===== config.mk =====
export PLATFORM = sky130hd
export DESIGN_NAME = trdg_ctrl
export DESIGN_NICKNAME = d
export VERILOG_FILES = /design/src/sv/trdg_pkg.sv /design/src/sv/trdg_ctrl.sv
export SDC_FILE = /design/constraint.sdc
export NUM_CORES = 1
export LEC_CHECK = 0
export ABC_AREA = 0
export BUFFER_PORTS_ARGS = -buffer_cell sky130_fd_sc_hd__buf_2
export CORE_AREA = 2 2 39 41
export CTS_BUF_LIST = sky130_fd_sc_hd__clkbuf_4
export CTS_CLUSTER_DIAMETER = 80
export DETAILED_ROUTE_END_ITERATION = 8
export DIE_AREA = 0 0 41 43
export GPL_ROUTABILITY_DRIVEN = 1
export PLACE_DENSITY = 0.4
export REMOVE_ABC_BUFFERS = 1
export SETUP_SLACK_MARGIN = 0.3
export SYNTH_ARGS = -nofsm -noshare
export SYNTH_HDL_FRONTEND = slang
export SYNTH_SLANG_ARGS = --single-unit

===== constraint.sdc =====
create_clock -name clock -period 3.8 [get_ports clock]
set_input_delay 0.38 -clock clock [delete_from_list [all_inputs] [get_ports clock]]
set_output_delay 0.38 -clock clock [all_outputs]
set_load 0.01 [all_outputs]

===== src/sv/trdg_pkg.sv =====
// -----------------------------------------------------------------------------
// trdg_pkg
// Widths, register codes, command/status types and helpers of the reorder
// address generator.
// -----------------------------------------------------------------------------
package trdg_pkg;

   localparam int MAX_DIMS      = 4;
   localparam int NUM_SIZE_REGS = 4;
   localparam int EXT_W         = 11;
   localparam int CNT_W         = 10;
   localparam int ADDR_W        = 40;
   localparam int MAX_EXTENT    = 1024;
   localparam int NDREG_W       = 3;
   localparam int MASK_W        = 4;
   localparam int DIM_IDX_W     = (MAX_DIMS > 1) ? $clog2(MAX_DIMS) : 1;
   localparam int NDIM_W        = $clog2(MAX_DIMS + 1);

   localparam int CSR_IDX_W  = 3;
   localparam int CSR_DATA_W = 11;

   localparam logic [CSR_IDX_W-1:0] REG_NUM_DIMS     = 3'd0;
   localparam logic [CSR_IDX_W-1:0] REG_REDUCED_MASK = 3'd1;
   localparam logic [CSR_IDX_W-1:0] REG_SIZE_DIM0    = 3'd2;
   localparam logic [CSR_IDX_W-1:0] REG_SIZE_DIM1    = 3'd3;
   localparam logic [CSR_IDX_W-1:0] REG_SIZE_DIM2    = 3'd4;
   localparam logic [CSR_IDX_W-1:0] REG_SIZE_DIM3    = 3'd5;

   typedef struct packed {
      logic accept;    // latch the request word
      logic advance;   // step or rewind the odometer
      logic mac;       // one address accumulation step
      logic load;      // move the finished word into the output register
   } cmd_type;

   typedef struct packed {
      logic mac_last;  // current accumulation step covers the last dimension
   } sts_type;

   function automatic logic [EXT_W-1:0] clamp_extent(input logic [CSR_DATA_W-1:0] s);
      logic [EXT_W-1:0] r;
      if (s == '0) begin
         r = EXT_W'(1);
      end else if (int'(s) > MAX_EXTENT) begin
         r = EXT_W'(MAX_EXTENT);
      end else begin
         r = EXT_W'(s);
      end
      return r;
   endfunction

endpackage


===== src/sv/trdg_ctrl.sv =====
// -----------------------------------------------------------------------------
// trdg_ctrl
// Sequencer: accept, odometer step, one accumulation per dimension, then hand
// the word to the output register.
// -----------------------------------------------------------------------------
module trdg_ctrl import trdg_pkg::*; (
   input  logic    clock,
   input  logic    reset,
   input  logic    req_valid,
   output logic    req_ready,
   output logic    rsp_valid,
   input  logic    rsp_ready,
   output cmd_type cmd,
   input  sts_type sts
);

   localparam logic [1:0] ST_IDLE = 2'd0;
   localparam logic [1:0] ST_ADV  = 2'd1;
   localparam logic [1:0] ST_MAC  = 2'd2;
   localparam logic [1:0] ST_DONE = 2'd3;

   logic [1:0] state_ff, state_in;
   logic       rsp_valid_ff, rsp_valid_in;

   always_comb begin
      cmd      = '0;
      state_in = state_ff;
      unique case (state_ff)
         ST_IDLE: begin
            if (req_valid) begin
               cmd.accept = 1'b1;
               state_in   = ST_ADV;
            end
         end
         ST_ADV: begin
            cmd.advance = 1'b1;
            state_in    = ST_MAC;
         end
         ST_MAC: begin
            cmd.mac = 1'b1;
            if (sts.mac_last) begin
               state_in = ST_DONE;
            end
         end
         ST_DONE: begin
            // output register free or draining this cycle
            if (!rsp_valid_ff || rsp_ready) begin
               cmd.load = 1'b1;
               state_in = ST_IDLE;
            end
         end
         default: state_in = ST_IDLE;
      endcase
   end

   always_comb begin
      rsp_valid_in = rsp_valid_ff;
      if (cmd.load) begin
         rsp_valid_in = 1'b1;
      end else if (rsp_ready) begin
         rsp_valid_in = 1'b0;
      end
   end

   always_ff @(posedge clock) begin
      if (reset) begin
         state_ff     <= ST_IDLE;
         rsp_valid_ff <= 1'b0;
      end else begin
         state_ff     <= state_in;
         rsp_valid_ff <= rsp_valid_in;
      end
   end

   assign req_ready = (state_ff == ST_IDLE);
   assign rsp_valid = rsp_valid_ff;

endmodule


* Word level (Yosys, flattened, before mapping)
Index checks and enable logic that the tools add are counted.
Widths: inputs -> output; s select.
** Cells by class
- Div/mod/pow operators :: 0
- Equality and inequality tests :: 6
- Order comparisons :: 0
- Bitwise logic cells :: 0
- Multipliers :: 0
- Add/sub/neg operators :: 0
- Multiplexer cells :: 12
- Reductions and logical operators :: 5
- Shift operators :: 0
** Operators with widths (number)
- $mux 1 :: 8
- $pmux 2 s4 :: 1
- $mux 2 :: 3
- $ne 2x2->1 const B :: 3
- $eq 2x2->1 const B :: 2
- $reduce_and 3->1 :: 1
- $eq 2x1->1 const B :: 1
- $logic_not 2->1 :: 1
- $reduce_bool 2->1 :: 1
- $logic_not 1->1 :: 1
- $logic_or 1x1->1 :: 1
** Word-level totals
- Memories :: 0
- Logic and storage cells :: 25
- Register bits :: 3
- Latch bits :: 0
- Output and inout bits :: 6
- Memory bits (writable) :: 0
- Bits of input ports :: 5
- ROM bits :: 0

* Depth between registers and ports, before layout
- Depth in word-level cells :: 5
- Gate-level depth with buffers :: 4
- Mapped depth without buffers :: 4

* Worst setup path after synthesis
No wires, ideal clock.
- Path type :: register to register
- Start point :: register state_ff[0]
- End point :: register state_ff[1]
- Stages on the path, launching flop included :: 5
- Clock period less this slack :: 1.351 ns
- Slack :: 2.449 ns
- Buffers on the path :: 0
- Library setup time :: 0.072 ns
- Required time :: 3.728 ns
- Arrival time :: 1.279 ns
- Cells stage by stage :: dfxtp_1 inv_1 ha_1 a222oi_1 mux2i_1
** Between the ends
- Cells in the longest elaborated chain, start to end :: 3
- Elaborated cells between the ends (all ways) :: 9
- Classes of those cells :: eq/ne (6); mux (1); reduce/logical (2)
** RTL lines
- start: declaration :: line trdg_ctrl.sv:22 : logic [1:0] state_ff, state_in;
- start signal: assignment :: line trdg_ctrl.sv:70 : state_ff <= state_in;
- $eq 2x2->1 / $logic_not 2->1 (equally long branches) :: line trdg_ctrl.sv:28 : unique case (state_ff)
- $ne 2x2->1 (no source line)
- $reduce_and 3->1 (no source line)
Several ways; a longest one is shown, not always the timed one.
A chain may end at the register's enable or synchronous reset.

==> qor.csv <==
stage,metric,value,unit
routing,routed_wl,435,um
clock_network,hold_buffers,0,
routing,drtIter0Drc,4,
global_route,grt_pass1_wl,621,um
global_route,gr-usage-all-layers,5.42,%
place,port_buffers,10,
power_and_ir_drop,p_leak,0.180,nW
sta,min_period,1560,ps
power_and_ir_drop,powerDensity,764,mW/mm2
run_status,status,"finished, final reports clean",
finish,n_antenna_cell,0,
clock_network,cts_root_buf,clkbuf_4,
power_and_ir_drop,max-vdd-ir-drop,244,uV
worst_hold_path,hold_end,rsp_valid,
routing,wl_met1,191,um
worst_setup_path,slowest_stage,dfxtp_1,
sta,tns,0,ps
logic_synthesis,synth_warnings,0,
sta,hold_viol,0,
sta,period_share,41.2,%
routing,top_layer,met3,
floorplan,fp.dieH,43,um
clock_network,cts_buffer_depth,2,
floorplan,io_pins,11,
logic_synthesis,synth_area,220,um2
worst_setup_path,cp.required,3420,ps
finish,area_growth,42.0,%
power_and_ir_drop,clkPwrFrac,25.5,%
sta,max_freq,640,MHz
global_route,gr-total-overflow,0,
finish,final_nets,47,
power_and_ir_drop,seqPwrFrac,23.6,%
floorplan,fp.dieW,41,um
sta,rsz0062_at_grt,no,
power_and_ir_drop,power_frac_comb,50.9,%
routing,vias,200,
worst_setup_path,r2r_cells,4,
flow_run,max_cap_viol_count,0,
clock_network,cts_max_level,1,
logic_synthesis,ys_ff_latch,3,
sta,finClkSkew,1.12,ps
worst_setup_path,criticalPathCategory,reg -> out,
worst_setup_path,cp_max_fo,4,
sta,relSlewSlack,67.9,%
sta,worst_pin_slew,482,ps
finish,fin_area,313,um2
worst_hold_path,hold_path.class,in -> reg,
worst_setup_path,cp_data_arrival_time,1180,ps
worst_setup_path,worstReg2RegStart,state_ff[0],
clock_network,post-cts-setup-buffer-count,0,
worst_hold_path,min_path_cells,2,
routing,routedWlPerCell,8.21,um
floorplan,initial_core_util,15.9,%
logic_synthesis,synth_cells,24,
clock_network,cts_tree,built,
global_route,antenna_found_initial,0,
floorplan,std_cell_rows,14,
routing,drtPass1Iterations,4,
logic_synthesis,synth_seq_area_share,27.3,%
clock_network,cts.reportedPaths.clkPinSlew,40,ps
power_and_ir_drop,netSwitchingPower,0.0890,mW
routing,drc,0,
routing,routed-wl-met2,209,um
worst_hold_path,hp-start,reset,
power_and_ir_drop,internal_power,0.150,mW
global_route,grt_max_degree,5,
clock_network,clock-sinks,3,
global_route,grt_pass1_vias,181,
clock_network,clk_latency,230,ps
place,gp_congestion,0.598,
sta,setup_viol,0,
worst_setup_path,cpPeakStageDelay,370,ps
worst_setup_path,path_cells,inv_1 -> ha_1 -> and2_1 -> buf_2,
logic_synthesis,avgSynthCellArea,9.18,um2
worst_setup_path,start_kind,register,
worst_setup_path,r2r_slack,2330,ps
routing,drtAntennaViolNets,0,
logic_synthesis,yosys.cell_types.count,13,
power_and_ir_drop,switching_share,37.2,%
clock_network,cts_buffers,3,
worst_setup_path,reg2reg_to,state_ff[1],
place,dpl_cell_area,283,um2
routing,via_per_inst,3.77,
power_and_ir_drop,total_power,0.239,mW
sta,slew_viol_final,0,
worst_setup_path,cp-end-kind,output port,
finish,drive_gt1_share,45.9,%
routing,wl_met3,34,um
floorplan,core,0.00138,mm2
sta,whs,322,ps
clock_network,ctsResizeCount,0,
floorplan,dieArea,0.00176,mm2
kinds of logic after synthesis:
| family | share of synthesized area (%) |
|---|---|
| compound gates | 13.6 |
| fa+ha+maj | 22.7 |
| buf+inv | 11.9 |
| flops | 27.3 |
| mux | 4.55 |
| simple gates | 19.9 |
state kept, by name (all words and copies together), names as in the netlist:
register / cells
state_ff: 2
rsp_valid: 1
area by class of cell:
type | count | area, um2
fillers | 163 | 1070
well taps | 16 | 20.0
clock buffers | 4 | 30.0
flip-flops and latches | 3 | 60.1
multi-input cells | 15 | 134
inverters | 5 | 18.8
repair buffers | 10 | 50.0
cells in the mapped netlist:
cell | n | share of area (%)
ha_1 | 4 | 23
buf_4 | 1 | 3.4
and2_1 | 1 | 2.8
dfxtp_1 | 3 | 27
mux2i_1 | 1 | 4.5
and2b_2 | 1 | 4.0
o211a_1 | 1 | 4.5
a222oi_1 | 1 | 4.5
nor2_1 | 2 | 3.4
inv_1 | 5 | 8.5
nor2b_4 | 1 | 6.2
a211o_2 | 1 | 4.5
nand2_1 | 2 | 3.4
how the worst max path moves through the flow:
stage / slack [ps] / start / end / cells past startpoint
2_1_floorplan: 2450 / state_ff[0] / state_ff[1] / 4
3_3_place_gp: 2350 / state_ff[0] / state_ff[1] / 4
3_5_place_dp: 2300 / state_ff[0] / state_ff[1] / 4
4_1_cts: 2210 / state_ff[0] / cmd[3] / 4
5_1_grt: 2140 / state_ff[0] / cmd[3] / 4
6_report: 2240 / state_ff[0] / cmd[3] / 4
cells in the final DEF (no fill, tap or decap), drive strengths merged:
cell type,Yosys,final
nor2b,1,1
clkbuf,0,4
a211o,1,1
inv,5,5
nor2,2,2
and2b,1,1
dfxtp,3,3
mux2i,1,1
a222oi,1,1
buf,1,10
and2,1,1
ha,4,4
nand2,2,2
o211a,1,1
power groups by stage:
stage	registers, mW	logic (mW)	clock network (mW)
after floorplan	0.0546	0.0861	0
after global placement	0.0557	0.124	0
after detailed placement	0.0571	0.125	0
after CTS	0.0566	0.125	0.0646
after global routing	0.0584	0.139	0.0659
final	0.0565	0.122	0.0610
per-stage QoR:
step / util [%] / setup WS [ps] / std cells
global placement: 20.4 / 2350 / 49
global route: 22.6 / 2140 / 53
floorplan: - / 2450 / 23
detailed placement: 20.4 / 2300 / 49
CTS: 22.6 / 2210 / 53
finish: 22.6 / 2240 / 53
metal layers:
| layer | GRT usage [%] | up-vias |
|---|---|---|
| met5 | 0 | - |
| met2 | 7.81 | 7 |
| met3 | 1.57 | 0 |
| li1 | - | 102 |
| met4 | 6.00 | 0 |
| met1 | 5.47 | 91 |
worst max-delay path: cells and delay by family (launching register included):
family	cells	cell delay, ps
fa+ha+maj	1	240
buf+inv	2	210
flops	1	370
simple gates	1	140
Note: power is estimated with default switching activity, not from simulation.
