--- config.mk ---
export PLATFORM = sky130hd
export DESIGN_NAME = trdg_dp
export DESIGN_NICKNAME = d
export VERILOG_FILES = /design/src/sv/trdg_pkg.sv /design/src/sv/trdg_dp.sv
export SDC_FILE = /design/constraint.sdc
export NUM_CORES = 1
export LEC_CHECK = 0
export BUFFER_PORTS_ARGS = -buffer_cell sky130_fd_sc_hd__buf_2
export CAP_MARGIN = 20
export CORE_UTILIZATION = 58
export CTS_CLUSTER_DIAMETER = 40
export DETAILED_ROUTE_END_ITERATION = 8
export GPL_ROUTABILITY_DRIVEN = 0
export GPL_TIMING_DRIVEN = 0
export PLACE_DENSITY = 0.79
export SLEW_MARGIN = 20
export SYNTH_ARGS = -nofsm -noshare
export SYNTH_HDL_FRONTEND = slang
export SYNTH_SLANG_ARGS = --single-unit
--- constraint.sdc ---
create_clock -name clock -period 7.1 [get_ports clock]
set_input_delay 0.355 -clock clock [delete_from_list [all_inputs] [get_ports clock]]
set_output_delay 0.355 -clock clock [all_outputs]
set_load 0.005 [all_outputs]
--- src/sv/trdg_pkg.sv ---
// -----------------------------------------------------------------------------
// trdg_pkg
// Widths, register codes, command/status types and helpers of the reorder
// address generator.
// -----------------------------------------------------------------------------
package trdg_pkg;

   localparam int MAX_DIMS      = 4;
   localparam int NUM_SIZE_REGS = 4;
   localparam int EXT_W         = 11;
   localparam int CNT_W         = 10;
   localparam int ADDR_W        = 40;
   localparam int MAX_EXTENT    = 1024;
   localparam int NDREG_W       = 3;
   localparam int MASK_W        = 4;
   localparam int DIM_IDX_W     = (MAX_DIMS > 1) ? $clog2(MAX_DIMS) : 1;
   localparam int NDIM_W        = $clog2(MAX_DIMS + 1);

   localparam int CSR_IDX_W  = 3;
   localparam int CSR_DATA_W = 11;

   localparam logic [CSR_IDX_W-1:0] REG_NUM_DIMS     = 3'd0;
   localparam logic [CSR_IDX_W-1:0] REG_REDUCED_MASK = 3'd1;
   localparam logic [CSR_IDX_W-1:0] REG_SIZE_DIM0    = 3'd2;
   localparam logic [CSR_IDX_W-1:0] REG_SIZE_DIM1    = 3'd3;
   localparam logic [CSR_IDX_W-1:0] REG_SIZE_DIM2    = 3'd4;
   localparam logic [CSR_IDX_W-1:0] REG_SIZE_DIM3    = 3'd5;

   typedef struct packed {
      logic accept;    // latch the request word
      logic advance;   // step or rewind the odometer
      logic mac;       // one address accumulation step
      logic load;      // move the finished word into the output register
   } cmd_type;

   typedef struct packed {
      logic mac_last;  // current accumulation step covers the last dimension
   } sts_type;

   function automatic logic [EXT_W-1:0] clamp_extent(input logic [CSR_DATA_W-1:0] s);
      logic [EXT_W-1:0] r;
      if (s == '0) begin
         r = EXT_W'(1);
      end else if (int'(s) > MAX_EXTENT) begin
         r = EXT_W'(MAX_EXTENT);
      end else begin
         r = EXT_W'(s);
      end
      return r;
   endfunction

endpackage

--- src/sv/trdg_dp.sv ---
// -----------------------------------------------------------------------------
// trdg_dp
// Datapath: configuration registers, per-dimension odometer, element counter,
// row-major address accumulator and the output word register.
// -----------------------------------------------------------------------------
module trdg_dp import trdg_pkg::*; (
   input  logic                  clock,
   input  logic                  reset,
   input  logic                  csr_we,
   input  logic [CSR_IDX_W-1:0]  csr_index,
   input  logic [CSR_DATA_W-1:0] csr_wdata,
   input  logic                  req_restart,
   output logic [ADDR_W-1:0]     rsp_src_addr,
   output logic [ADDR_W-1:0]     rsp_dst_index,
   output logic                  rsp_last,
   input  cmd_type               cmd,
   output sts_type               sts
);

   logic [NDREG_W-1:0]    num_dims_ff;
   logic [MASK_W-1:0]     mask_ff;
   logic [CSR_DATA_W-1:0] size_ff [NUM_SIZE_REGS];
   logic                  started_ff;
   logic                  restart_ff;

   logic [CNT_W-1:0]      cnt_ff [MAX_DIMS];
   logic [CNT_W-1:0]      cnt_in [MAX_DIMS];
   logic [ADDR_W-1:0]     out_count_ff, out_count_in;
   logic [DIM_IDX_W-1:0]  k_ff;
   logic [ADDR_W-1:0]     acc_ff, acc_in;

   logic [ADDR_W-1:0]     src_addr_ff, dst_index_ff;
   logic                  last_ff;

   logic [NDIM_W-1:0]     n_act;
   logic [EXT_W-1:0]      ext [MAX_DIMS];
   logic [MAX_DIMS-1:0]   active, red, at_max, inner_max;
   logic                  all_max, rewind, csr_hit;
   logic [ADDR_W+EXT_W-1:0] prod;

   // ---- configuration view ------------------------------------------------
   always_comb begin
      if (num_dims_ff == '0) begin
         n_act = NDIM_W'(1);
      end else if (int'(num_dims_ff) > MAX_DIMS) begin
         n_act = NDIM_W'(MAX_DIMS);
      end else begin
         n_act = NDIM_W'(num_dims_ff);
      end
   end

   for (genvar d = 0; d < MAX_DIMS; d++) begin : g_dim
      if (d < NUM_SIZE_REGS) begin : g_sized
         assign ext[d] = clamp_extent(size_ff[d]);
         assign red[d] = mask_ff[d];
      end else begin : g_unsized
         assign ext[d] = EXT_W'(1);
         assign red[d] = 1'b0;
      end
      assign active[d] = (d < int'(n_act));
      assign at_max[d] = ((EXT_W'(cnt_ff[d]) + EXT_W'(1)) >= ext[d]);
   end

   // dim e sits inside dim d when both share the reduced flag and e is higher,
   // or when d is reduced and e is not
   always_comb begin
      for (int d = 0; d < MAX_DIMS; d++) begin
         inner_max[d] = 1'b1;
         for (int e = 0; e < MAX_DIMS; e++) begin
            if (active[e] && ((red[e] == red[d]) ? (e > d) : (red[d] && !red[e]))) begin
               inner_max[d] = inner_max[d] & at_max[e];
            end
         end
      end
   end

   assign all_max = &(at_max | ~active);
   assign rewind  = restart_ff || !started_ff;

   // ---- odometer and element counter ---------------------------------------
   always_comb begin
      out_count_in = out_count_ff;
      for (int d = 0; d < MAX_DIMS; d++) begin
         cnt_in[d] = cnt_ff[d];
      end
      if (cmd.advance) begin
         if (rewind) begin
            for (int d = 0; d < MAX_DIMS; d++) begin
               cnt_in[d] = '0;
            end
            out_count_in = '0;
         end else begin
            for (int d = 0; d < MAX_DIMS; d++) begin
               if (active[d] && inner_max[d]) begin
                  cnt_in[d] = at_max[d] ? '0 : cnt_ff[d] + 1'b1;
               end
            end
            out_count_in = all_max ? '0 : out_count_ff + 1'b1;
         end
      end
   end

   // ---- address accumulation, one dimension per cycle ----------------------
   assign prod   = acc_ff * ext[k_ff];
   assign acc_in = prod[ADDR_W-1:0] + ADDR_W'(cnt_ff[k_ff]);

   assign sts.mac_last = ((int'(k_ff) + 1) == int'(n_act));
   assign csr_hit      = (csr_index <= REG_SIZE_DIM3);

   always_ff @(posedge clock) begin
      if (reset) begin
         num_dims_ff <= NDREG_W'(4);
         mask_ff     <= '0;
         for (int i = 0; i < NUM_SIZE_REGS; i++) begin
            size_ff[i] <= CSR_DATA_W'(1);
         end
      end else if (csr_we) begin
         unique case (csr_index)
            REG_NUM_DIMS:     num_dims_ff <= csr_wdata[NDREG_W-1:0];
            REG_REDUCED_MASK: mask_ff     <= csr_wdata[MASK_W-1:0];
            REG_SIZE_DIM0:    size_ff[0]  <= csr_wdata;
            REG_SIZE_DIM1:    size_ff[1]  <= csr_wdata;
            REG_SIZE_DIM2:    size_ff[2]  <= csr_wdata;
            REG_SIZE_DIM3:    size_ff[3]  <= csr_wdata;
            default: ;
         endcase
      end
   end

   always_ff @(posedge clock) begin
      if (reset) begin
         started_ff   <= 1'b0;
         out_count_ff <= '0;
         for (int d = 0; d < MAX_DIMS; d++) begin
            cnt_ff[d] <= '0;
         end
      end else begin
         if (csr_we && csr_hit) begin
            started_ff <= 1'b0;
         end else if (cmd.advance) begin
            started_ff <= 1'b1;
         end
         out_count_ff <= out_count_in;
         for (int d = 0; d < MAX_DIMS; d++) begin
            cnt_ff[d] <= cnt_in[d];
         end
      end
   end

   always_ff @(posedge clock) begin
      if (cmd.accept) begin
         restart_ff <= req_restart;
      end
      if (cmd.advance) begin
         acc_ff <= '0;
         k_ff   <= '0;
      end else if (cmd.mac) begin
         acc_ff <= acc_in;
         k_ff   <= k_ff + 1'b1;
      end
      if (cmd.load) begin
         src_addr_ff  <= acc_ff;
         dst_index_ff <= out_count_ff;
         last_ff      <= all_max;
      end
   end

   assign rsp_src_addr  = src_addr_ff;
   assign rsp_dst_index = dst_index_ff;
   assign rsp_last      = last_ff;

endmodule

==> Word-level counts from Yosys, hierarchy flattened <==
Memory sizes are Yosys's and may differ from the RTL's. A register that Yosys moved wholly into a read port is not among the register bits.
Cells that the tools add are included.
{ "totals": {"out_inout_bits": 82, "word_cells": 200, "inputBits": 22, "ram_bits": 84, "n_memories": 2, "regBits": 172} }
{ "op_classes": {"n_addsub": 12, "eq_ne": 18, "n_bitwise": 19, "magnitude_cmp": 15, "muxes": 78, "mul": 1, "reduce_logical": 45} }
{ "memory_table": {"columns": ["memory", "words", "word_bits", "rd", "rd_ports_with_merged_regs", "wr", "line", "text"], "rows": [
  ["size_ff", 4, 11, 4, 0, 4, "trdg_dp.sv:22", "logic [CSR_DATA_W-1:0] size_ff [NUM_SIZE_REGS];"],
  ["cnt_ff", 4, 10, 5, 1, 4, "trdg_dp.sv:26", "logic [CNT_W-1:0] cnt_ff [MAX_DIMS];"]
]} }
{ "op_table": {"columns": ["operator", "count"], "rows": [
  ["40-bit 2-to-1 mux", 4],
  ["11-bit 2-to-1 mux", 14],
  ["10-bit 2-to-1 mux", 12],
  ["10-bit by 1-bit adder with 11-bit output, second input constant", 4],
  ["11-bit greater-or-equal comparator", 4],
  ["11-bit > comparator, second input constant", 4],
  ["11-bit logical NOT", 4],
  ["1-bit 2-to-1 mux", 43],
  ["10-bit by 1-bit adder with 10-bit output, second input constant", 4],
  ["40-bit by 1-bit adder with 40-bit output, second input constant", 1],
  ["40-bit by 10-bit adder with 40-bit output", 1],
  ["40-bit by 11-bit multiplier with 40-bit output", 1],
  ["1-bit logical AND", 29],
  ["11-bit binary-select mux with 2-bit select", 1],
  ["1-bit equality test", 12],
  ["1-bit AND", 8],
  ["1-bit OR", 8],
  ["3-bit by 2-bit equality test with 1-bit output, second input constant", 2],
  ["3-bit equality test, second input constant", 2],
  ["3-bit logical NOT", 2],
  ["1-bit by 3-bit less-than comparator with 1-bit output, first input constant", 2],
  ["2-bit by 3-bit less-than comparator with 1-bit output, first input constant", 2],
  ["3-bit 2-to-1 mux", 2],
  ["1-bit logical NOT", 5],
  ["15 further kinds", 17]
]} }

==> Longest topological paths before layout <==
{ "depth": {"depth_word": 15, "depth_mapped": 28, "mapped_depth_nobuf": 27} }

==> Worst setup path before layout <==
OpenSTA, ideal clock, no wires.
{ "synth_path": {"path_type": "flip-flop to flip-flop", "from": "mem size_ff[2][2]", "to": "reg acc_ff[38]", "path_stages_with_launch": 25, "setup_time_ps": 134, "required_ps": 6966, "path_buffers": 1, "period_less_slack_ps": 7006, "arrival_time_ps": 6873, "setup_slack_ps": 94, "path_cell_list": "edfxtp_1 > or4_1 > o41ai_1 > nand3_1 > a31oi_2 > clkbuf_1 > and2_1 > fa_1 > fa_1 > fa_1 > fa_1 > inv_1 > fa_1 > inv_1 > ha_1 > a21o_1 > a21o_1 > a2111o_1 > a311o_1 > nand3_1 > a21boi_0 > o31a_1 > o21ai_1 > or4_1 > o211ai_1"} }
{ "synth_lines": {"columns": ["item", "line", "text"], "rows": [
  ["start, declared", "trdg_dp.sv:22", null],
  ["end signal, assigned", "trdg_dp.sv:158", "acc_ff <= acc_in;"],
  ["end, declared", "trdg_dp.sv:30", "logic [ADDR_W-1:0] acc_ff, acc_in;"]
]} }

==> flow_summary_export.csv <==
group,metric,value,unit
synthesis,postSynthCellCount,2547,
place,place.port_buffers,101,
place,pre_cts_slack,-1.21,ns
final_layout,num-fill-cells,2965,
cts,tritoncts,"yes",
power,seq_power_share,29.6,%
synthesis,synth_common_cells,"sky130_fd_sc_hd__inv_1 (392), sky130_fd_sc_hd__nand2_1 (321), sky130_fd_sc_hd__fa_1 (300)",
setup_path,cpMaxStageDelayCell,"sky130_fd_sc_hd__fa_2",
floorplan,die_w,206,um
synthesis,synth_area_leader_cell,"sky130_fd_sc_hd__fa_1",
synthesis,synth_enable_flop_cells,126,
setup_path,crit_required,7.54,ns
global_routing,global_route_wire_length_before_repair,107000,um
power,p_per_area,216,nW/um^2
cts,ctsRootBufferMaster,"sky130_fd_sc_hd__clkbuf_16",
setup_path,critical_path.reg2reg.endpoint,"acc_ff[37]$_SDFFE_PP0P_",
worst_hold_path,holdPathEnd,"started_ff$_SDFFE_PP0P_",
floorplan,core_ar,40900,um^2
setup_path,worstSetupStartpointType,"register",
synthesis,synth.yosys.seq_area_share,26.6,%
floorplan,initial_core_util,59.0,%
setup_path,end_kind,"register",
global_routing,antenna_found_initial,0,
run,maximum_capacitance_violations,0,
sta,fin_setup_tns,-1.07,ns
floorplan,io_pins,104,
sta,max_freq,136,MHz
global_routing,global_route.overflow_total,0,
sta,setup_repair_after_global_routing_missed_its_margin,"true",
route,detail_route.drc_violations,0,
power,max-vdd-ir-drop,257,uV
sta,maxSlewHeadroom,28.0,%
place,dpl-instance-area,25300,um^2
sta,final.min_clock_period,7.35,ns
route,detailedRoute.firstPassIterationCount,7,
power,power_switching,2220,uW
power,p_leak,0.0124,uW
outcome,failed_checks,"setup timing",
power,design_power_total,6050,uW
cts,htreeDepth,2,
setup_path,worstSetupPathType,"reg -> reg",
synthesis,synthTopCellsByArea,"sky130_fd_sc_hd__fa_1 (25%), sky130_fd_sc_hd__edfxtp_1 (16%), sky130_fd_sc_hd__dfxtp_1 (11%)",
floorplan,placement_rows,74,
final_layout,area_delta_synth_final,16.2,%
synthesis,synth.net_count,3006,
synthesis,synthDominantCellAreaShare,24.9,%
power,internal_power,3820,uW
synthesis,dominantRegCellSynth,"sky130_fd_sc_hd__dfxtp_1",
worst_hold_path,timing.hold.worst_path_depth,3,
setup_path,most_used_cell_cp,"sky130_fd_sc_hd__fa_1",
synthesis,yosysWarnings,0,
worst_hold_path,worstHoldPathType,"in -> reg",
sta,hold_violations,0,
global_routing,globalRouteTotalUtil,32.9,%
sta,skew,0.0368,ns
floorplan,dieArea,42400,um^2
outcome,status,"complete, but fails checks",
setup_path,r2r_cells,24,
final_layout,layout-drive-gt1-share,15.0,%
floorplan,die_height,206,um
synthesis,synth-seq-cells,258,
route,avgViaCountPerCell,5.99,
setup_path,rrSetupSlack,-0.25,ns
route,routed-via-count,19900,
synthesis,asyncSetResetFlopFracSynth,0,%
sta,final.hold.worst_slack,0.0580,ns
power,power_switching_share,36.8,%
setup_path,critical_register_to_register_path_startpoint,"size_ff[2][2]$_SDFFCE_PN0P_",
cts,cts.path.max_buffers,3,
sta,max_slew.worst_pin.slew,1.08,ns
setup_path,critical_path_cell_list,"or4_4 -> o41ai_4 -> nand3_2 -> a31oi_4 -> buf_12 -> buf_4 -> buf_6 -> nand2_1 -> fa_2 -> fa_1 -> fa_1 -> fa_1 -> fa_1 -> inv_1 -> ha_1 -> o21a_1 -> o21ai_1 -> nor3_1 -> a2111oi_4 -> nor2_2 -> or4_4 -> o311ai_4 -> xor2_1 -> o21ai_1",
setup_path,crit_fanout,6,
synthesis,synth_area,24100,um^2
final_layout,post-route-cell-area,28000,um^2
final_layout,antenna-diode-count,0,
cts,cts.clk_slew.worst_paths,0.06,ns
sta,setup_ws,-0.245,ns
cts,cts_made_buffers,41,
sta,slew_viol_final,0,
sta,post-route-period-util,103,%
worst_hold_path,holdCritStartpoint,"csr_index[2]",
route,route.detailed.wl_per_inst,20.5,um
cts,clkLatencyLatePin,0.59,ns
synthesis,yosysUniqueCellTypes,84,
route,finalWirelength,67800,um
setup_path,crit_arrival,7.79,ns
sta,final-setup-viol-count,8,
global_routing,largest_net_degree_at_the_start_of_global_routing,52,
power,p_clk_share,34.6,%
cts,clock_sink_count,258,
route,antenna_left,0,
place,post-dp-hpwl,50400,um
global_routing,vias_in_the_first_global_route,20500,
synthesis,yosysMostFrequentCell,"sky130_fd_sc_hd__inv_1",
route,detail_route.iter0.violations,2055,
final_layout,fin_nets,3206,
synthesis,average_instance_area_after_synthesis,9.47,um^2
setup_path,timing.critical_path.slowest_cell_delay,0.60,ns
power,share_comb_of_total_power,35.9,%
[power by group through the flow]
| stage | combinational [uW] | clock, uW | sequential, uW |
|---|---|---|---|
| global placement | 1770 | 0 | 1810 |
| detailed placement | 1850 | 0 | 1810 |
| floorplan | 1320 | 0 | 1760 |
| global route | 2390 | 2180 | 1800 |
| CTS | 2070 | 2120 | 1780 |
| finish | 2170 | 2090 | 1790 |
[layout by cell type, fill, tap and decap left out, types with 21 or more instances in the layout]
| cell | instances |
|---|---|
| sky130_fd_sc_hd__a21o_1 | 52 |
| sky130_fd_sc_hd__a21oi_1 | 61 |
| sky130_fd_sc_hd__and2_1 | 193 |
| sky130_fd_sc_hd__and3_1 | 22 |
| sky130_fd_sc_hd__buf_2 | 105 |
| sky130_fd_sc_hd__buf_4 | 55 |
| sky130_fd_sc_hd__clkbuf_1 | 69 |
| sky130_fd_sc_hd__clkbuf_16 | 43 |
| sky130_fd_sc_hd__dfxtp_1 | 130 |
| sky130_fd_sc_hd__edfxtp_1 | 126 |
| sky130_fd_sc_hd__fa_1 | 290 |
| sky130_fd_sc_hd__ha_1 | 114 |
| sky130_fd_sc_hd__inv_1 | 382 |
| sky130_fd_sc_hd__mux2i_1 | 32 |
| sky130_fd_sc_hd__nand2_1 | 317 |
| sky130_fd_sc_hd__nand2b_1 | 36 |
| sky130_fd_sc_hd__nand3_1 | 51 |
| sky130_fd_sc_hd__nor2_1 | 98 |
| sky130_fd_sc_hd__nor2b_1 | 21 |
| sky130_fd_sc_hd__nor3_1 | 36 |
| sky130_fd_sc_hd__o21ai_0 | 56 |
| sky130_fd_sc_hd__or3_1 | 25 |
| sky130_fd_sc_hd__xnor2_1 | 35 |
[area by class of cell]
type	count	area, um^2	area share, %
multi-input cells	1783	16500	58.7
flip-flops and latches	258	6430	22.9
inverters	395	1480	5.29
clock buffers	48	1090	3.90
repair buffers	164	1070	3.81
well taps	532	666	2.37
plain buffers	104	497	1.77
clock inverters	28	344	1.23
[cell families after synthesis]
group	Yosys count	share of synthesized area (%)
compound gates	334	9.47
xor+xnor	60	2.41
fa+ha+maj	437	32.0
buf+inv	506	7.93
flops	258	26.6
mux	50	2.82
simple gates	902	18.8
[stage by stage]
step,utilization (%),instances
after floorplan,-,2547
final,68.5,3312
after detailed placement,61.9,3182
after CTS,67.7,3297
after global placement,61.8,3180
after global routing,68.5,3312
[layer usage]
metal / up-vias / wire [um] / GRT usage, %
li1: 8711 / - / -
met1: 9690 / 25100 / 40.1
met2: 1124 / 32200 / 54.5
met3: 329 / 6180 / 6.18
met4: 0 / 4310 / 19.0
met5: - / 0 / 0
[registers in the layout, indices dropped and copies added, names as in the netlist, named ones only]
register and flops:
rsp_src_addr 40, cnt_ff 40, mask_ff 4, started_ff 1, k_ff 2, out_count_ff 40
rsp_last 1, size_ff 44, restart_ff 1, num_dims_ff 3, acc_ff 40, rsp_dst_index 40
[how the worst max path moves through the flow]
stage | from | end | slack, ns | depth (start not counted)
floorplan | size_ff[2][2]$_SDFFCE_PN0P_ | acc_ff[38]$_SDFFE_PP0P_ | 0.09 | 24
detailed placement | k_ff[0]$_SDFFE_PP0P_ | acc_ff[37]$_SDFFE_PP0P_ | -1.21 | 26
global route | size_ff[2][2]$_SDFFCE_PN0P_ | acc_ff[36]$_SDFFE_PP0P_ | -0.37 | 26
global placement | k_ff[0]$_SDFFE_PP0P_ | acc_ff[37]$_SDFFE_PP0P_ | -1.07 | 26
finish | size_ff[2][2]$_SDFFCE_PN0P_ | acc_ff[37]$_SDFFE_PP0P_ | -0.25 | 24
CTS | size_ff[2][9]$_SDFFCE_PN0P_ | acc_ff[33]$_SDFFE_PP0P_ | -0.18 | 25
[critical path, delay by kind of cell, from the launching register on]
kind / cells / cell delay [ns]
AO/OA/AOI/OAI: 7 / 1.78
XOR/XNOR: 1 / 0.18
AND/OR/NAND/NOR: 6 / 1.48
adder cells (fa/ha/maj): 6 / 2.95
buffers and inverters: 4 / 0.42
flip-flops: 1 / 0.39
[repair_timing]
action | in CTS | in global routing
resized for setup | 147 | 56
setup endpoints to repair | 26 | 25
pin swaps | 86 | 42
hold endpoints to repair | 3 | 0
cloned | 2 | 0
setup buffers | 39 | 20
hold buffers | 3 | 0
Power figures use the tool's default switching activity.
